$ cat config.mk
export PLATFORM = sky130hd
export DESIGN_NAME = infix_to_prefix_converter
export DESIGN_NICKNAME = d
export VERILOG_FILES = /design/src/rtl/core/i2p_pkg.sv /design/src/rtl/core/infix_to_prefix_converter.sv /design/src/rtl/core/i2p_ram.sv
export SDC_FILE = /design/constraint.sdc
export NUM_CORES = 1
export LEC_CHECK = 0
export BUFFER_PORTS_ARGS = -buffer_cell sky130_fd_sc_hd__buf_2
export CORE_ASPECT_RATIO = 0.5
export CORE_UTILIZATION = 59
export CTS_BUF_LIST = sky130_fd_sc_hd__clkbuf_8 sky130_fd_sc_hd__clkbuf_16
export DETAILED_ROUTE_END_ITERATION = 16
export GPL_TIMING_DRIVEN = 0
export PLACE_DENSITY = 0.8
export SYNTH_ARGS = -nofsm -noshare
export SYNTH_HDL_FRONTEND = slang
export SYNTH_HIERARCHICAL = 1
export SYNTH_SLANG_ARGS = --single-unit
export TNS_END_PERCENT = 10
$ cat constraint.sdc
create_clock -name clk -period 5 [get_ports clk]
set_clock_uncertainty 0.15 [all_clocks]
set_input_delay 0.75 -clock clk [delete_from_list [all_inputs] [get_ports clk]]
set_output_delay 0.75 -clock clk [all_outputs]
set_load 0.01 [all_outputs]
$ cat src/rtl/core/i2p_pkg.sv
// Package for the infix to prefix converter: character codes, status codes
// and character class helpers. No dependencies.
`default_nettype none

package i2p_pkg;

  localparam int I2P_MAX_LEN_DEF = 64;

  localparam logic [7:0] CH_PLUS   = 8'h2B;
  localparam logic [7:0] CH_MINUS  = 8'h2D;
  localparam logic [7:0] CH_STAR   = 8'h2A;
  localparam logic [7:0] CH_SLASH  = 8'h2F;
  localparam logic [7:0] CH_LPAREN = 8'h28;
  localparam logic [7:0] CH_RPAREN = 8'h29;

  localparam logic [1:0] ST_OK    = 2'd0;
  localparam logic [1:0] ST_PAREN = 2'd1;
  localparam logic [1:0] ST_LONG  = 2'd2;

  typedef logic [7:0] char_t;

  function automatic logic is_alnum(input char_t c);
    return (c >= 8'h30 && c <= 8'h39) || (c >= 8'h41 && c <= 8'h5A) ||
           (c >= 8'h61 && c <= 8'h7A);
  endfunction

  function automatic logic is_op(input char_t c);
    return c == CH_PLUS || c == CH_MINUS || c == CH_STAR || c == CH_SLASH;
  endfunction

  function automatic logic [1:0] op_rank(input char_t c);
    logic [1:0] r;
    r = 2'd0;
    if (c == CH_PLUS || c == CH_MINUS) r = 2'd1;
    if (c == CH_STAR || c == CH_SLASH) r = 2'd2;
    return r;
  endfunction

endpackage

`default_nettype wire

$ cat src/rtl/core/infix_to_prefix_converter.sv
// Infix to prefix converter. Characters load at one per cycle into the
// expression RAM (in_stall stays low while loading). After the last one and
// a start step the block scans the expression right to left, reading one
// character at a time; each operator popped adds the pop and, while entries
// remain, a refill read of the new stack top from RAM, and each ')'
// discarded adds a drop; a finish step follows. The prefix result then
// streams out one character at a time, each read from the shared
// stack/result RAM and registered before the next is read; errors and empty
// results are one transfer each. Operator stack grows up from entry 0 and
// the collected output grows down from entry MAX_LEN-1 of the same RAM; they
// never meet. Input is stalled from the last character until the final
// result is registered for output.
`default_nettype none

module infix_to_prefix_converter
  import i2p_pkg::*;
#(
  parameter int MAX_LEN = I2P_MAX_LEN_DEF
) (
  input  wire logic       clk,
  input  wire logic       rst_n,
  input  wire logic       in_valid,
  output logic            in_stall,
  input  wire logic [7:0] in_char,
  input  wire logic       in_last,
  output logic            out_valid,
  input  wire logic       out_stall,
  output logic      [7:0] out_char,
  output logic            out_has_char,
  output logic            out_last,
  output logic      [1:0] out_status
);

  localparam int AW = $clog2(MAX_LEN);
  localparam int CW = $clog2(MAX_LEN + 1);

  localparam logic [2:0] S_LOAD  = 3'd0;
  localparam logic [2:0] S_START = 3'd1;
  localparam logic [2:0] S_CHR   = 3'd2;
  localparam logic [2:0] S_FILL  = 3'd3;
  localparam logic [2:0] S_FLUSH = 3'd4;
  localparam logic [2:0] S_ERD   = 3'd5;
  localparam logic [2:0] S_EWR   = 3'd6;
  localparam logic [2:0] S_SOLO  = 3'd7;

  logic [2:0]    state_r, state_nxt;
  logic [CW-1:0] len_r, len_nxt;
  logic          long_r, long_nxt;
  logic [CW-1:0] i_r, i_nxt;
  logic [CW-1:0] depth_r, depth_nxt;
  logic [CW-1:0] n_r, n_nxt;
  char_t         top_r, top_nxt;
  logic [AW-1:0] ptr_r, ptr_nxt;
  logic [1:0]    solo_st_r, solo_st_nxt;

  logic          out_valid_r;
  char_t         out_char_r;
  logic          out_has_r, out_last_r;
  logic [1:0]    out_status_r;

  logic          ex_we, ex_re;
  logic [AW-1:0] ex_waddr, ex_raddr;
  char_t         ex_rdata;
  logic          sk_we, sk_re;
  logic [AW-1:0] sk_waddr, sk_raddr;
  char_t         sk_wdata, sk_rdata;

  logic          out_free, out_load;
  char_t         out_char_nxt;
  logic          out_has_nxt, out_last_nxt;
  logic [1:0]    out_status_nxt;

  logic          do_adv, do_pop, do_drop;
  logic [CW-1:0] i_dec;
  logic [AW-1:0] res_addr;
  char_t         x;

  i2p_ram #(.WIDTH(8), .DEPTH(MAX_LEN)) u_expr_ram (
    .clk     (clk),
    .wr_en   (ex_we),
    .wr_addr (ex_waddr),
    .wr_data (in_char),
    .rd_en   (ex_re),
    .rd_addr (ex_raddr),
    .rd_data (ex_rdata)
  );

  i2p_ram #(.WIDTH(8), .DEPTH(MAX_LEN)) u_stack_ram (
    .clk     (clk),
    .wr_en   (sk_we),
    .wr_addr (sk_waddr),
    .wr_data (sk_wdata),
    .rd_en   (sk_re),
    .rd_addr (sk_raddr),
    .rd_data (sk_rdata)
  );

  assign in_stall = (state_r != S_LOAD);
  assign out_free = !out_valid_r || !out_stall;
  assign x        = ex_rdata;
  assign i_dec    = i_r - CW'(1);
  assign res_addr = AW'(CW'(MAX_LEN - 1) - n_r);

  always_comb begin
    state_nxt      = state_r;
    len_nxt        = len_r;
    long_nxt       = long_r;
    i_nxt          = i_r;
    depth_nxt      = depth_r;
    n_nxt          = n_r;
    top_nxt        = top_r;
    ptr_nxt        = ptr_r;
    solo_st_nxt    = solo_st_r;
    ex_we          = 1'b0;
    ex_waddr       = len_r[AW-1:0];
    ex_re          = 1'b0;
    ex_raddr       = AW'(i_dec);
    sk_we          = 1'b0;
    sk_waddr       = res_addr;
    sk_wdata       = x;
    sk_re          = 1'b0;
    sk_raddr       = AW'(depth_r - CW'(2));
    out_load       = 1'b0;
    out_char_nxt   = 8'h00;
    out_has_nxt    = 1'b0;
    out_last_nxt   = 1'b1;
    out_status_nxt = solo_st_r;
    do_adv         = 1'b0;
    do_pop         = 1'b0;
    do_drop        = 1'b0;

    case (state_r)
      S_LOAD: begin
        if (in_valid) begin
          if (len_r < CW'(MAX_LEN)) begin
            ex_we   = 1'b1;
            len_nxt = len_r + CW'(1);
          end else begin
            long_nxt = 1'b1;
          end
          if (in_last) begin
            depth_nxt = '0;
            n_nxt     = '0;
            if (long_r || len_r == CW'(MAX_LEN)) begin
              solo_st_nxt = ST_LONG;
              len_nxt     = '0;
              long_nxt    = 1'b0;
              state_nxt   = S_SOLO;
            end else begin
              i_nxt     = len_r + CW'(1);
              state_nxt = S_START;
            end
          end
        end
      end

      S_START: begin
        // separate cycle so the read never races the last write
        ex_re     = 1'b1;
        state_nxt = S_CHR;
      end

      S_CHR: begin
        if (is_alnum(x)) begin
          sk_we  = 1'b1;
          n_nxt  = n_r + CW'(1);
          do_adv = 1'b1;
        end else if (is_op(x)) begin
          if (depth_r != '0 && op_rank(top_r) > op_rank(x)) begin
            do_pop = 1'b1;
          end else begin
            sk_we     = 1'b1;
            sk_waddr  = AW'(depth_r);
            top_nxt   = x;
            depth_nxt = depth_r + CW'(1);
            do_adv    = 1'b1;
          end
        end else if (x == CH_RPAREN) begin
          sk_we     = 1'b1;
          sk_waddr  = AW'(depth_r);
          top_nxt   = x;
          depth_nxt = depth_r + CW'(1);
          do_adv    = 1'b1;
        end else if (x == CH_LPAREN) begin
          if (depth_r != '0 && top_r != CH_RPAREN) begin
            do_pop = 1'b1;
          end else if (depth_r != '0) begin
            do_drop = 1'b1;
            do_adv  = 1'b1;
          end else begin
            do_adv = 1'b1;
          end
        end else begin
          do_adv = 1'b1;
        end
      end

      S_FILL: begin
        top_nxt   = sk_rdata;
        state_nxt = (i_r == '0) ? S_FLUSH : S_CHR;
      end

      S_FLUSH: begin
        if (depth_r == '0) begin
          len_nxt  = '0;
          long_nxt = 1'b0;
          if (n_r == '0) begin
            solo_st_nxt = ST_OK;
            state_nxt   = S_SOLO;
          end else begin
            ptr_nxt   = AW'(CW'(MAX_LEN) - n_r);
            state_nxt = S_ERD;
          end
        end else if (top_r == CH_RPAREN) begin
          len_nxt     = '0;
          long_nxt    = 1'b0;
          solo_st_nxt = ST_PAREN;
          state_nxt   = S_SOLO;
        end else begin
          do_pop = 1'b1;
        end
      end

      S_ERD: begin
        sk_re     = 1'b1;
        sk_raddr  = ptr_r;
        state_nxt = S_EWR;
      end

      S_EWR: begin
        if (out_free) begin
          out_load       = 1'b1;
          out_char_nxt   = sk_rdata;
          out_has_nxt    = 1'b1;
          out_last_nxt   = (ptr_r == AW'(MAX_LEN - 1));
          out_status_nxt = ST_OK;
          if (ptr_r == AW'(MAX_LEN - 1)) begin
            state_nxt = S_LOAD;
          end else begin
            ptr_nxt   = ptr_r + AW'(1);
            state_nxt = S_ERD;
          end
        end
      end

      S_SOLO: begin
        if (out_free) begin
          out_load  = 1'b1;
          state_nxt = S_LOAD;
        end
      end

      default: begin
        state_nxt = S_LOAD;
      end
    endcase

    // move to the next character to the left
    if (do_adv) begin
      i_nxt = i_dec;
      if (i_dec != '0) begin
        ex_re     = 1'b1;
        ex_raddr  = AW'(i_dec - CW'(1));
        state_nxt = S_CHR;
      end else begin
        state_nxt = S_FLUSH;
      end
    end

    // pop the top, to the output or discarded; refill top from RAM if entries remain
    if (do_pop || do_drop) begin
      if (do_pop) begin
        sk_we    = 1'b1;
        sk_waddr = res_addr;
        sk_wdata = top_r;
        n_nxt    = n_r + CW'(1);
      end
      depth_nxt = depth_r - CW'(1);
      if (depth_r >= CW'(2)) begin
        sk_re     = 1'b1;
        state_nxt = S_FILL;
      end
    end
  end

  always_ff @(posedge clk) begin
    if (!rst_n) begin
      state_r     <= S_LOAD;
      len_r       <= '0;
      long_r      <= 1'b0;
      i_r         <= '0;
      depth_r     <= '0;
      n_r         <= '0;
      ptr_r       <= '0;
      solo_st_r   <= ST_OK;
      out_valid_r <= 1'b0;
    end else begin
      state_r   <= state_nxt;
      len_r     <= len_nxt;
      long_r    <= long_nxt;
      i_r       <= i_nxt;
      depth_r   <= depth_nxt;
      n_r       <= n_nxt;
      ptr_r     <= ptr_nxt;
      solo_st_r <= solo_st_nxt;
      if (out_load) begin
        out_valid_r <= 1'b1;
      end else if (!out_stall) begin
        out_valid_r <= 1'b0;
      end
    end
  end

  always_ff @(posedge clk) begin
    top_r <= top_nxt;
    if (out_load) begin
      out_char_r   <= out_char_nxt;
      out_has_r    <= out_has_nxt;
      out_last_r   <= out_last_nxt;
      out_status_r <= out_status_nxt;
    end
  end

  assign out_valid    = out_valid_r;
  assign out_char     = out_char_r;
  assign out_has_char = out_has_r;
  assign out_last     = out_last_r;
  assign out_status   = out_status_r;

endmodule

`default_nettype wire

$ cat src/rtl/core/i2p_ram.sv
// Generic simple dual-port RAM: one write port, one read port, registered
// read data that holds until the next read. No dependencies.
`default_nettype none

module i2p_ram #(
  parameter int WIDTH = 8,
  parameter int DEPTH = 64
) (
  input  wire logic                     clk,
  input  wire logic                     wr_en,
  input  wire logic [$clog2(DEPTH)-1:0] wr_addr,
  input  wire logic [WIDTH-1:0]         wr_data,
  input  wire logic                     rd_en,
  input  wire logic [$clog2(DEPTH)-1:0] rd_addr,
  output logic      [WIDTH-1:0]         rd_data
);

  logic [WIDTH-1:0] mem [DEPTH];

  always_ff @(posedge clk) begin
    if (wr_en) begin
      mem[wr_addr] <= wr_data;
    end
    if (rd_en) begin
      rd_data <= mem[rd_addr];
    end
  end

endmodule

`default_nettype wire

# After elaboration in Yosys (flattened, before gate mapping)
# Memory sizes are Yosys's and may differ from the RTL's. A register that Yosys moved wholly into a read port is not among the register bits.
# Index checks and enable logic that the tools add are counted.
[totals]
ff_bits = 61
latch_bits = 0
mem_bits_rw = 1024
mem_bits_ro = 0
in_bits = 13
out_inout_bits = 14
word_cells = 250
mem_count = 2
[op_classes]
addsub = 10
n_mul = 0
div_mod_pow = 0
magnitude_cmp = 9
eq_ne = 40
shift = 0
n_mux = 135
n_bitwise = 0
reduce_logical = 40
[memory_table]
columns = ["memory", "depth", "width", "rd", "rd_clocked_by_memory_dff", "write_ports", "line", "source"]
rows = [
  ["u_expr_ram.mem", 64, 8, 1, 1, 1, "i2p_ram.sv:18", "logic [WIDTH-1:0] mem [DEPTH];"],
  ["u_stack_ram.mem", 64, 8, 1, 1, 1, "i2p_ram.sv:18", ""],
]
[op_table]
columns = ["operator", "count"]
rows = [
  ["$mux W7", 23],
  ["$eq A8 B6 Y1 const B", 11],
  ["$mux W6", 14],
  ["$mux W1", 53],
  ["$mux W8", 6],
  ["$pmux W7 S2", 3],
  ["$mux W3", 13],
  ["$mux W2", 17],
  ["$add A7 B1 Y7 const B", 3],
  ["$logic_not A7 Y1", 3],
  ["$ne A3 B3 Y1 const B", 7],
  ["$pmux W3 S7", 1],
  ["$ne A2 B2 Y1 const B", 9],
  ["$ge A8 B7 Y1 const B", 2],
  ["$le A8 B7 Y1 const B", 2],
  ["$pmux W8 S2", 1],
  ["$reduce_bool A7 Y1", 2],
  ["$sub A7 B1 Y7 const B", 2],
  ["$eq A3 B3 Y1 const B", 4],
  ["$pmux W6 S2", 1],
  ["$reduce_and A6 Y1", 2],
  ["$reduce_bool A2 Y1", 6],
  ["$logic_or A1 B1 Y1", 11],
  ["$ge A8 B6 Y1 const B", 1],
  ["27 further kinds", 37],
]

# Logic depth before layout (Yosys ltp)
# Gate-level depths: netlist (run 1).
[logic_depth]
word_depth = 17
depth_mapped = 21
mapped_depth_nobuf = 16

# By module
# The synthesis (run 1) kept the hierarchy.
[by_module_without_submodules]
columns = ["module", "instances", "cells_each", "area_per_inst_um2", "seq_area_each_um2"]
rows = [
  ["i2p_ram (u_expr_ram)", 1, 972, 20270.7, 15615.0],
  ["i2p_ram (u_stack_ram)", 1, 940, 20246.9, 15615.0],
  ["infix_to_prefix_converter", 1, 513, 4481.8, 1421.4],
]

# Least setup slack after synthesis (run 1)
# OpenSTA, ideal clock, no wires.
[synth_timing]
kind = "reg2reg"
start = "reg u_expr_ram.rd_data[4], read port of u_expr_ram.mem"
end = "reg u_expr_ram.rd_data[7], read port of u_expr_ram.mem, data pin"
setup_time_ns = 0.269
arrival_time_ns = 4.126
required_ns = 4.581
slack_ns = 0.455
stages_incl_launch_ff = 17
path_buffers = 3
synth_period_minus_slack_ns = 4.545
cell_sequence = "edfxtp_1 > nor4b_4 > nand4_1 > ha_1 > nor2b_1 > o21ai_0 > nor4b_2 > nor3_4 > buf_6 > nand2_1 > xnor2_1 > buf_6 > buf_6 > mux4_2 > mux4_2 > o2111ai_1 > o41ai_1"
[synth_via]
elab_chain_cells = 14
word_cells_on_any_way = 36
cone_classes = "7 x order compare; 6 x eq/ne; 13 x mux; 10 x reduce/logical"
[synth_lines]
columns = ["item", "line", "source"]
rows = [
  ["start, declared", "i2p_ram.sv:15", "output logic [WIDTH-1:0] rd_data"],
  ["$eq A8 B6 Y1", "i2p_pkg.sv:28, i2p_pkg.sv:34", ""],
  ["$logic_or A1 B1 Y1", "i2p_pkg.sv:28, i2p_pkg.sv:34", ""],
  ["$mux W1", "i2p_pkg.sv:34", "if (c == CH_PLUS || c == CH_MINUS) r = 2'd1;"],
  ["$mux W2", "i2p_pkg.sv:35", "if (c == CH_STAR || c == CH_SLASH) r = 2'd2;"],
  ["$mux W2", "infix_to_prefix_converter.sv:168", "end else if (is_op(x)) begin"],
  ["$mux W2", "infix_to_prefix_converter.sv:164", "if (is_alnum(x)) begin"],
  ["$mux W2", "infix_to_prefix_converter.sv:132", "case (state_r)"],
  ["$gt A2 B2 Y1", "infix_to_prefix_converter.sv:169", "if (depth_r != '0 && op_rank(top_r) > op_rank(x)) begin"],
  ["$logic_and A1 B1 Y1", "infix_to_prefix_converter.sv:169", ""],
  ["$mux W1", "infix_to_prefix_converter.sv:169", ""],
  ["$mux W1", "infix_to_prefix_converter.sv:168", ""],
  ["$mux W1 *", "infix_to_prefix_converter.sv:164", ""],
  ["$mux W1 *", "infix_to_prefix_converter.sv:132", ""],
  ["$mux W6 *", "infix_to_prefix_converter.sv:259", "if (do_adv) begin"],
  ["named net ex_raddr[0]", "infix_to_prefix_converter.sv:62", "logic [AW-1:0] ex_waddr, ex_raddr;"],
]
# The timed path passes the listed nets; every way through them passes the cells marked *. The select of a mux whose other input is x is not followed.
# A chain may end at the register's enable or synchronous reset.

# Worst setup path after layout (run 1)
[layout_timing]
start = "reg u_expr_ram.rd_data[7], read port of u_expr_ram.mem"
end = "mem u_stack_ram.mem[31][1] (enable)"
[layout_via]
word_cells_on_any_way = 56
cone_classes = "7 x order compare; 6 x eq/ne; 32 x mux; 11 x reduce/logical"
[layout_lines]
columns = ["item", "line", "source"]
rows = [
  ["$eq A8 B6 Y1", "i2p_pkg.sv:28, i2p_pkg.sv:34", ""],
  ["$logic_or A1 B1 Y1", "i2p_pkg.sv:28, i2p_pkg.sv:34", ""],
  ["$mux W1", "i2p_pkg.sv:34", ""],
  ["$mux W2", "i2p_pkg.sv:35", ""],
  ["$mux W2", "infix_to_prefix_converter.sv:168", ""],
  ["$mux W2", "infix_to_prefix_converter.sv:164", ""],
  ["$mux W2", "infix_to_prefix_converter.sv:132", ""],
  ["$gt A2 B2 Y1", "infix_to_prefix_converter.sv:169", ""],
  ["$logic_and A1 B1 Y1", "infix_to_prefix_converter.sv:169", ""],
  ["$mux W1 or $mux W6 (tied branches)", "infix_to_prefix_converter.sv:169", ""],
  ["$mux W1 or $mux W6 (tied branches)", "infix_to_prefix_converter.sv:168", ""],
  ["$mux W1 or $mux W6 (tied branches)", "infix_to_prefix_converter.sv:164", ""],
  ["$pmux W1 S2 or $mux W6 (tied branches)", "infix_to_prefix_converter.sv:132", ""],
  ["$mux W6 or $logic_or A1 B1 Y1 (tied branches)", "infix_to_prefix_converter.sv:272, infix_to_prefix_converter.sv:271", ""],
  ["$mux W6 *", "infix_to_prefix_converter.sv:271", "if (do_pop || do_drop) begin"],
  ["named net sk_waddr[4]", "infix_to_prefix_converter.sv:65", "logic [AW-1:0] sk_waddr, sk_raddr;"],
  ["end, declared", "i2p_ram.sv:18", ""],
]
# Marked as above.

==> results of run 1 <==
-- timing repair --
item	4_1_cts	5_1_grt
gates resized for setup	92	105
pin swaps	5	2
setup endpoints to repair	523	492
setup buffers	6	2
-- through the flow --
| step | cell area [um2] | setup slack, ns | power (uW) | hold WS [ns] | TNS, ns |
|---|---|---|---|---|---|
| floorplan | 45000 | 0.455 | 15700 | 0.287 | 0 |
| global placement | 46400 | -0.909 | 18100 | 0.311 | -101.24 |
| detailed placement | 46500 | -1.02 | 18300 | 0.320 | -200.99 |
| CTS | 49800 | -0.158 | 25800 | 0.230 | -11.90 |
| global route | 50300 | -0.221 | 26700 | 0.258 | -43.60 |
| finish | 50300 | -0.0390 | 26100 | 0.258 | -0.937 |
-- placed cells by master, fill, tap and decap left out, drive strengths merged, types with 12 or more instances in the layout --
master	netlist	layout
nand2b	13	13
clkinv	2	46
and3	20	20
a221oi	13	13
bufinv	0	12
o21ai	23	23
nand4	14	14
mux4	250	250
clkbuf	58	155
nor2b	33	33
mux2i	47	47
a21oi	49	49
inv	20	32
xnor2	22	22
o22ai	37	37
nand3b	12	12
mux2	38	38
nand2	82	82
xor2	16	16
nor2	222	222
edfxtp	1060	1060
dfxtp	41	41
nand3	55	55
nor3	28	28
o221ai	15	15
buf	80	115
ha	19	19
-- worst reg2reg max path: cells and delay by family (launching register included) --
kind | cells | cell delay, ns
compound gates | 4 | 0.72
fa+ha+maj | 1 | 0.32
buf+inv | 2 | 0.96
flops | 1 | 0.51
simple gates | 6 | 2.01
-- layer usage --
layer	track usage, %	up-vias	part of all wire [%]
met2	46.3	1896	47
met5	0	-	0
met1	39.2	12800	36
met3	7.43	395	12
li1	-	10104	-
met4	13.5	0	4.7
-- report_power, final --
part	total (uW)	switching [uW]	internal, uW
clock network	7340	3260	4080
registers	11100	98.8	11000
logic	7750	4950	2800
total	26100	8300	17800
-- logic make-up (layout without fill, tap and decap cells) --
kind of cell / after synthesis / after routing / synth area share [%]
buf+inv: 160 / 365 / 1.97
compound gates: 240 / 240 / 3.80
fa+ha+maj: 19 / 19 / 0.528
xor+xnor: 38 / 38 / 0.740
mux: 335 / 335 / 14.5
simple gates: 532 / 532 / 5.86
other cells: 0 / 2 / 0
flops: 1101 / 1101 / 72.6
-- registers in the layout, indices dropped and copies added (netlist names) --
name / cells
top_r: 8
n_r: 7
u_stack_ram/rd_data: 8
out_char: 8
out_status: 2
len_r: 7
u_stack_ram/mem: 512
out_valid: 1
out_has_char: 1
long_r: 1
u_expr_ram/rd_data: 8
out_last: 1
ptr_r: 6
depth_r: 7
i_r: 7
state_r: 3
solo_st_r: 2
u_expr_ram/mem: 512
-- layout make-up --
class                      instances  area [um2]  area share (%)
clock inverter                    73         679            1.35
sequential                      1101       32700            65.0
timing repair buffer              37         250           0.498
multi-input combinational       1164       12000            23.9
inverter                          22        82.6           0.164
buffer                           138         946            1.88
clock buffer                      95        2380            4.73
tap                             1022        1280            2.54
antenna                            2        5.00         0.00996
-- worst min path at each step --
stage / start / endpoint / slack (ns) / cells after the start
after global placement: long_r$_SDFFE_PN0P_ / long_r$_SDFFE_PN0P_ / 0.31 / 2
after CTS: rst_n / solo_st_r[1]$_SDFFE_PN0P_ / 0.23 / 2
final: rst_n / solo_st_r[1]$_SDFFE_PN0P_ / 0.26 / 2
after detailed placement: long_r$_SDFFE_PN0P_ / long_r$_SDFFE_PN0P_ / 0.32 / 2
after floorplan: long_r$_SDFFE_PN0P_ / long_r$_SDFFE_PN0P_ / 0.29 / 2
after global routing: rst_n / solo_st_r[1]$_SDFFE_PN0P_ / 0.26 / 2
==> flow_summary_export.csv, run 1 <==
group,metric,value,unit
run_status,status,"finished, violations left",
run_status,failed_checks,"negative setup slack",
logic_synthesis,synth.ff_latch_count,1101,
drt,vias_per_cell,6.90,
sta,period_share,101,%
drt,drtPass1Iterations,6,
clock_tree,cts.sinks,1101,
drt,wl,113000,um
clock_tree,cts_buffers,92,
sta,hold_viol_final,0,
critical_path,worst_ep_required_time,5.15,ns
placement,hpwl,69400,um
critical_path,crit_arrival,5.18,ns
cells_and_area,final_core_util,66.7,%
logic_synthesis,post-synth-top-count-cell,"edfxtp_1",
global_route,first_global_vias,24880,
logic_synthesis,synth_cells,2425,
clock_tree,cts.clk_slew.worst_paths,0.07,ns
logic_synthesis,syn_nets,2457,
floorplan,start_util,59.7,%
critical_path,criticalPathCategory,"flip-flop to flip-flop",
power,power_density,520,mW/mm2
critical_path,critPathMaxStageDelay,0.63,ns
logic_synthesis,synthDominantCellAreaShare,70.7,%
logic_synthesis,ys_warn_count,6,
drt,dr_total_vias,25195,
sta,slew_headroom,14.8,%
logic_synthesis,ys_seq_area_share,72.6,%
critical_path,reg2reg_depth,13,
floorplan,io_pins,27,
sta,worst_pin_slew,1.28,ns
floorplan,die_h,197,um
placement,port_buffers,26,
drt,wire_per_inst,30.8,um
floorplan,core-area,0.0753,mm2
global_route,grt_usage,29.4,%
logic_synthesis,synthArstFlopShare,0,%
critical_path,crit_path_start_kind,"flip-flop",
power,irDropWorstVdd,0.311,mV
drt,route.detailed.drc,0,
cells_and_area,nFillCells,4704,
cells_and_area,fin_nets,2588,
critical_path,timing.critical_path.buf_inv,2,
logic_synthesis,synth_top_cell_by_area,"edfxtp_1",
logic_synthesis,avgSynthCellArea,18.6,um2
floorplan,dieArea,0.0774,mm2
global_route,antenna_found_initial,2,
global_route,grt_max_degree,65,
sta,setup_viol,55,
clock_tree,cts_buffer_depth,3,
sta,post-route-min-period,5.04,ns
clock_tree,cts_tree,"built",
critical_path,crit_start,"u_expr_ram/rd_data[7]$_DFFE_PP_",
critical_path,worstReg2RegEnd,"u_stack_ram/mem[31][1]$_DFFE_PP_",
run,cap_violations,0,
critical_path,worst-path-stages,13,
worst_hold_path,min_path_type,"input port to flip-flop",
floorplan,die_w,393,um
sta,fmax,198,MHz
drt,ant_nets,0,
logic_synthesis,ys.flop_type,"edfxtp_1",
critical_path,worstPathCellList,"nor4b_4 > nand4_1 > ha_1 > nor2b_1 > o21a_1 > a21oi_1 > o211ai_1 > clkbuf_1 > nor2_1 > a21oi_1 > clkbuf_1 > nand3b_1 > nor2_2",
sta,rsz0062_at_grt,"true",
cells_and_area,drive_gt1_share,25.6,%
sta,setup_slack,-0.0390,ns
placement,dp_cells,3476,
logic_synthesis,synthTopCellsByArea,"edfxtp_1, mux4_2, dfxtp_1",
logic_synthesis,synth_commonest_cells,"edfxtp_1, mux4_2, nor2_1, nand2_1, clkbuf_1",
critical_path,critical-path-slowest-cell,"nand3b_1",
critical_path,reg2reg_from,"u_expr_ram/rd_data[7]$_DFFE_PP_",
global_route,grt-ovfl-total,0,
critical_path,rrSetupSlack,-0.04,ns
logic_synthesis,syn_area,0.0450,mm2
logic_synthesis,yosysUniqueCellTypes,86,
critical_path,cp_top_family,"simple AND/OR/NAND/NOR gates",
clock_tree,clk_latency,0.67,ns
critical_path,cp-endpoint,"u_stack_ram/mem[31][1]$_DFFE_PP_",
critical_path,cp-end-kind,"flip-flop",
power,p_leak,0.0160,uW
placement,gp_congestion,0.981,
clock_tree,cts.htree.levels,3,
cells_and_area,stdcell_count,3654,
sta,slew_violations,0,
floorplan,rows,71,
clock_tree,ctsHoldBuffers,0,
drt,drt_iter0_drc,3533,
clock_tree,cts_root_buffer,"clkbuf_16",
cells_and_area,area_delta_synth_final,11.7,%
critical_path,worst-path-max-fanout,10,
global_route,grt_first_pass_wirelength,163000,um
logic_synthesis,synth-edff-count,1060,
Note: power is estimated with default switching activity, not from simulation.
==> inputs of run 2 (changes only) <==
--- a/config.mk
+++ b/config.mk
@@ -7,11 +7,10 @@
 export LEC_CHECK = 0
 export BUFFER_PORTS_ARGS = -buffer_cell sky130_fd_sc_hd__buf_2
 export CORE_ASPECT_RATIO = 0.5
-export CORE_UTILIZATION = 59
-export CTS_BUF_LIST = sky130_fd_sc_hd__clkbuf_8 sky130_fd_sc_hd__clkbuf_16
+export CORE_UTILIZATION = 25
 export DETAILED_ROUTE_END_ITERATION = 16
 export GPL_TIMING_DRIVEN = 0
-export PLACE_DENSITY = 0.8
+export PLACE_DENSITY = 0.44
 export SYNTH_ARGS = -nofsm -noshare
 export SYNTH_HDL_FRONTEND = slang
 export SYNTH_HIERARCHICAL = 1
==> run 2 against run 1 <==
The run now ends clean. Routed wire length increased by 13%. Largest cell class unchanged. Largest power group unchanged. Clock power increased by 8.2%. Via count decreased by 5.5%. Critical path depth increased by 4. Critical path type unchanged. Global-route usage decreased by 15 points. Core utilization decreased by 37 points. Final area increased by 4.7%. Non-clock buffer count increased by 16.
==> flow_summary_export.csv, run 2 (same netlist as run 1, synthesis figures left out) <==
group,metric,value,unit
drt,drtPass1Iterations,5,
cells_and_area,multi_input_area,0.0121,mm2
drt,drt_iter0_drc,1947,
global_route,met1_usage,19.1,%
critical_path,worst_ep_required_time,5.23,ns
sta,setup_viol,0,
drt,vias_per_cell,4.71,
critical_path,cp-end-kind,"flip-flop",
critical_path,critPathMaxStageDelay,0.40,ns
sta,post-route-min-period,4.90,ns
power,switching_share,32.7,%
placement,port_buffers,26,
worst_hold_path,min_path_type,"input port to flip-flop",
run_status,status,"complete, no violations",
drt,route.detailed.drc,0,
clock_tree,cts.htree.levels,3,
critical_path,reg2reg_from,"u_expr_ram/rd_data[3]$_DFFE_PP_",
floorplan,io_pins,27,
sta,period_share,98.0,%
power,p_leak,0.0163,uW
placement,dpl_cell_area,0.0482,mm2
power,seq_power_share,40.7,%
power,clock_power_share,29.3,%
sta,setup_slack,0.0988,ns
drt,wl,128000,um
sta,rsz0062_at_grt,"true",
floorplan,rows,109,
global_route,grt-ovfl-total,0,
power,p_sw,8870,uW
clock_tree,cts.sinks,1101,
clock_tree,cts.clk_slew.worst_paths,0.06,ns
floorplan,start_util,25.3,%
critical_path,rrSetupSlack,0.1,ns
global_route,first_global_vias,24039,
critical_path,worstReg2RegEnd,"u_expr_ram/rd_data[5]$_DFFE_PP_",
critical_path,crit_start,"u_expr_ram/rd_data[3]$_DFFE_PP_",
clock_tree,cts_buffer_depth,3,
sta,worst_pin_slew,1.33,ns
cells_and_area,fin_nets,2616,
global_route,gr-usage-met3,2.43,%
floorplan,die_w,602,um
critical_path,timing.critical_path.buf_inv,4,
critical_path,cp_common_cell,"nand3_1",
sta,slew_headroom,11.5,%
placement,gp_congestion,0.859,
power,p_int,18300,uW
clock_tree,cts_buffers,104,
global_route,grt_first_pass_wirelength,182000,um
power,irDropWorstVdd,0.335,mV
sta,fmax,204,MHz
placement,place_ws,-1.42,ns
run,cap_violations,0,
drt,dr_total_vias,23804,
cells_and_area,drive_gt1_share,27.0,%
cells_and_area,layout_common_cells,"edfxtp_1, mux4_2, nor2_1",
global_route,grt_max_degree,65,
power,p_comb_share,30.0,%
global_route,busiest_layer,"met2",
cells_and_area,area_delta_synth_final,17.0,%
floorplan,die_h,302,um
global_route,met2_usage,23.0,%
power,power_density,515,mW/mm2
cells_and_area,antennaDiodeCount,0,
clock_tree,cts_root_buffer,"clkbuf_16",
floorplan,dieArea,0.182,mm2
power,finalPower,27100,uW
drt,ant_nets,0,
critical_path,cp_top_family,"simple AND/OR/NAND/NOR gates",
critical_path,worstPathCellList,"clkbuf_1 > nand4_1 > ha_1 > nor2b_1 > o21ai_2 > nor4b_4 > nor3_4 > nand3_1 > xor2_1 > buf_4 > buf_2 > buf_4 > mux4_2 > a22oi_2 > nand3_1 > nand3_1 > nand3_1",
sta,hold_viol_final,0,
critical_path,worst-path-stages,17,
global_route,antenna_found_initial,4,
cells_and_area,reg.largest.list,"u_expr_ram/mem x512, u_stack_ram/mem x512",
cells_and_area,final_common_cell,"edfxtp_1",
cells_and_area,seq_area,0.0327,mm2
cells_and_area,nFillCells,17416,
critical_path,cp-endpoint,"u_expr_ram/rd_data[5]$_DFFE_PP_",
critical_path,reg2reg_depth,17,
critical_path,crit_arrival,5.13,ns
global_route,grt_usage,13.9,%
critical_path,critical-path-slowest-cell,"edfxtp_1",
clock_tree,cts_tree,"built",
sta,slew_violations,0,
floorplan,core-area,0.178,mm2
sta,final.setup.tns,0,ns
cells_and_area,design_area,0.0526,mm2
critical_path,criticalPathCategory,"flip-flop to flip-flop",
clock_tree,clk_latency,0.72,ns
placement,hpwl,84100,um
critical_path,worst-path-max-fanout,10,
critical_path,crit_path_start_kind,"flip-flop",
drt,wire_per_inst,25.2,um
clock_tree,ctsHoldBuffers,0,
## run 2: cell types whose count changed in the layout (fill, tap and decap cells not counted), moves of 5 or more
cell,change
buf_4,+17
clkbuf_1,+17
clkbuf_16,+12
clkinv_2,-7
inv_1,-10
nand3_1,-5
nand3_2,+6
nor2_2,-11
nor2_4,+14
## run 2: routing by layer
layer | vias up | wire (um) | share of wire, %
li1 | 10190 | - | -
met1 | 12817 | 57300 | 45
met2 | 632 | 61100 | 48
met3 | 165 | 6230 | 4.9
met4 | 0 | 2910 | 2.3
met5 | - | 0 | 0
## run 2: power groups by stage
| stage | Sequential [uW] | Combinational, uW | Clock [uW] |
|---|---|---|---|
| global placement | 11300 | 7580 | 0 |
| global route | 11100 | 8600 | 8490 |
| floorplan | 11200 | 4480 | 0 |
| CTS | 11000 | 8120 | 8160 |
| finish | 11000 | 8150 | 7940 |
| detailed placement | 11300 | 7700 | 0 |
## run 2: cell type report
cell class	instances	area share [%]
flip-flops and latches	1101	62.0
multi-input cells	1164	23.1
well taps	2386	5.67
clock buffers	131	5.26
plain buffers	138	1.90
clock inverters	62	1.16
repair buffers	53	0.756
inverters	22	0.159
## run 2: stage by stage
step                      util, %  instances  hold slack [ns]
after floorplan                 -       2425            0.287
after global placement       27.1       4837            0.319
after detailed placement     27.1       4840            0.317
after CTS                    29.5       5048            0.177
after global routing         29.6       5057            0.198
final                        29.6       5057            0.230
## run 2: timing repair
action	4_1_cts	5_1_grt
endpoints found under the setup margin	528	512
resized for setup	208	38
pin swaps	8	8
buffers inserted	15	9
## run 2: how the worst min path moves through the flow
stage | slack (ns) | end | start | cells after the start
6_report | 0.23 | state_r[2]$_SDFF_PN0_ | rst_n | 2
5_1_grt | 0.20 | solo_st_r[1]$_SDFFE_PN0P_ | rst_n | 2
4_1_cts | 0.18 | state_r[2]$_SDFF_PN0_ | rst_n | 2
3_5_place_dp | 0.32 | long_r$_SDFFE_PN0P_ | long_r$_SDFFE_PN0P_ | 2
3_3_place_gp | 0.32 | long_r$_SDFFE_PN0P_ | long_r$_SDFFE_PN0P_ | 2
2_1_floorplan | 0.29 | long_r$_SDFFE_PN0P_ | long_r$_SDFFE_PN0P_ | 2
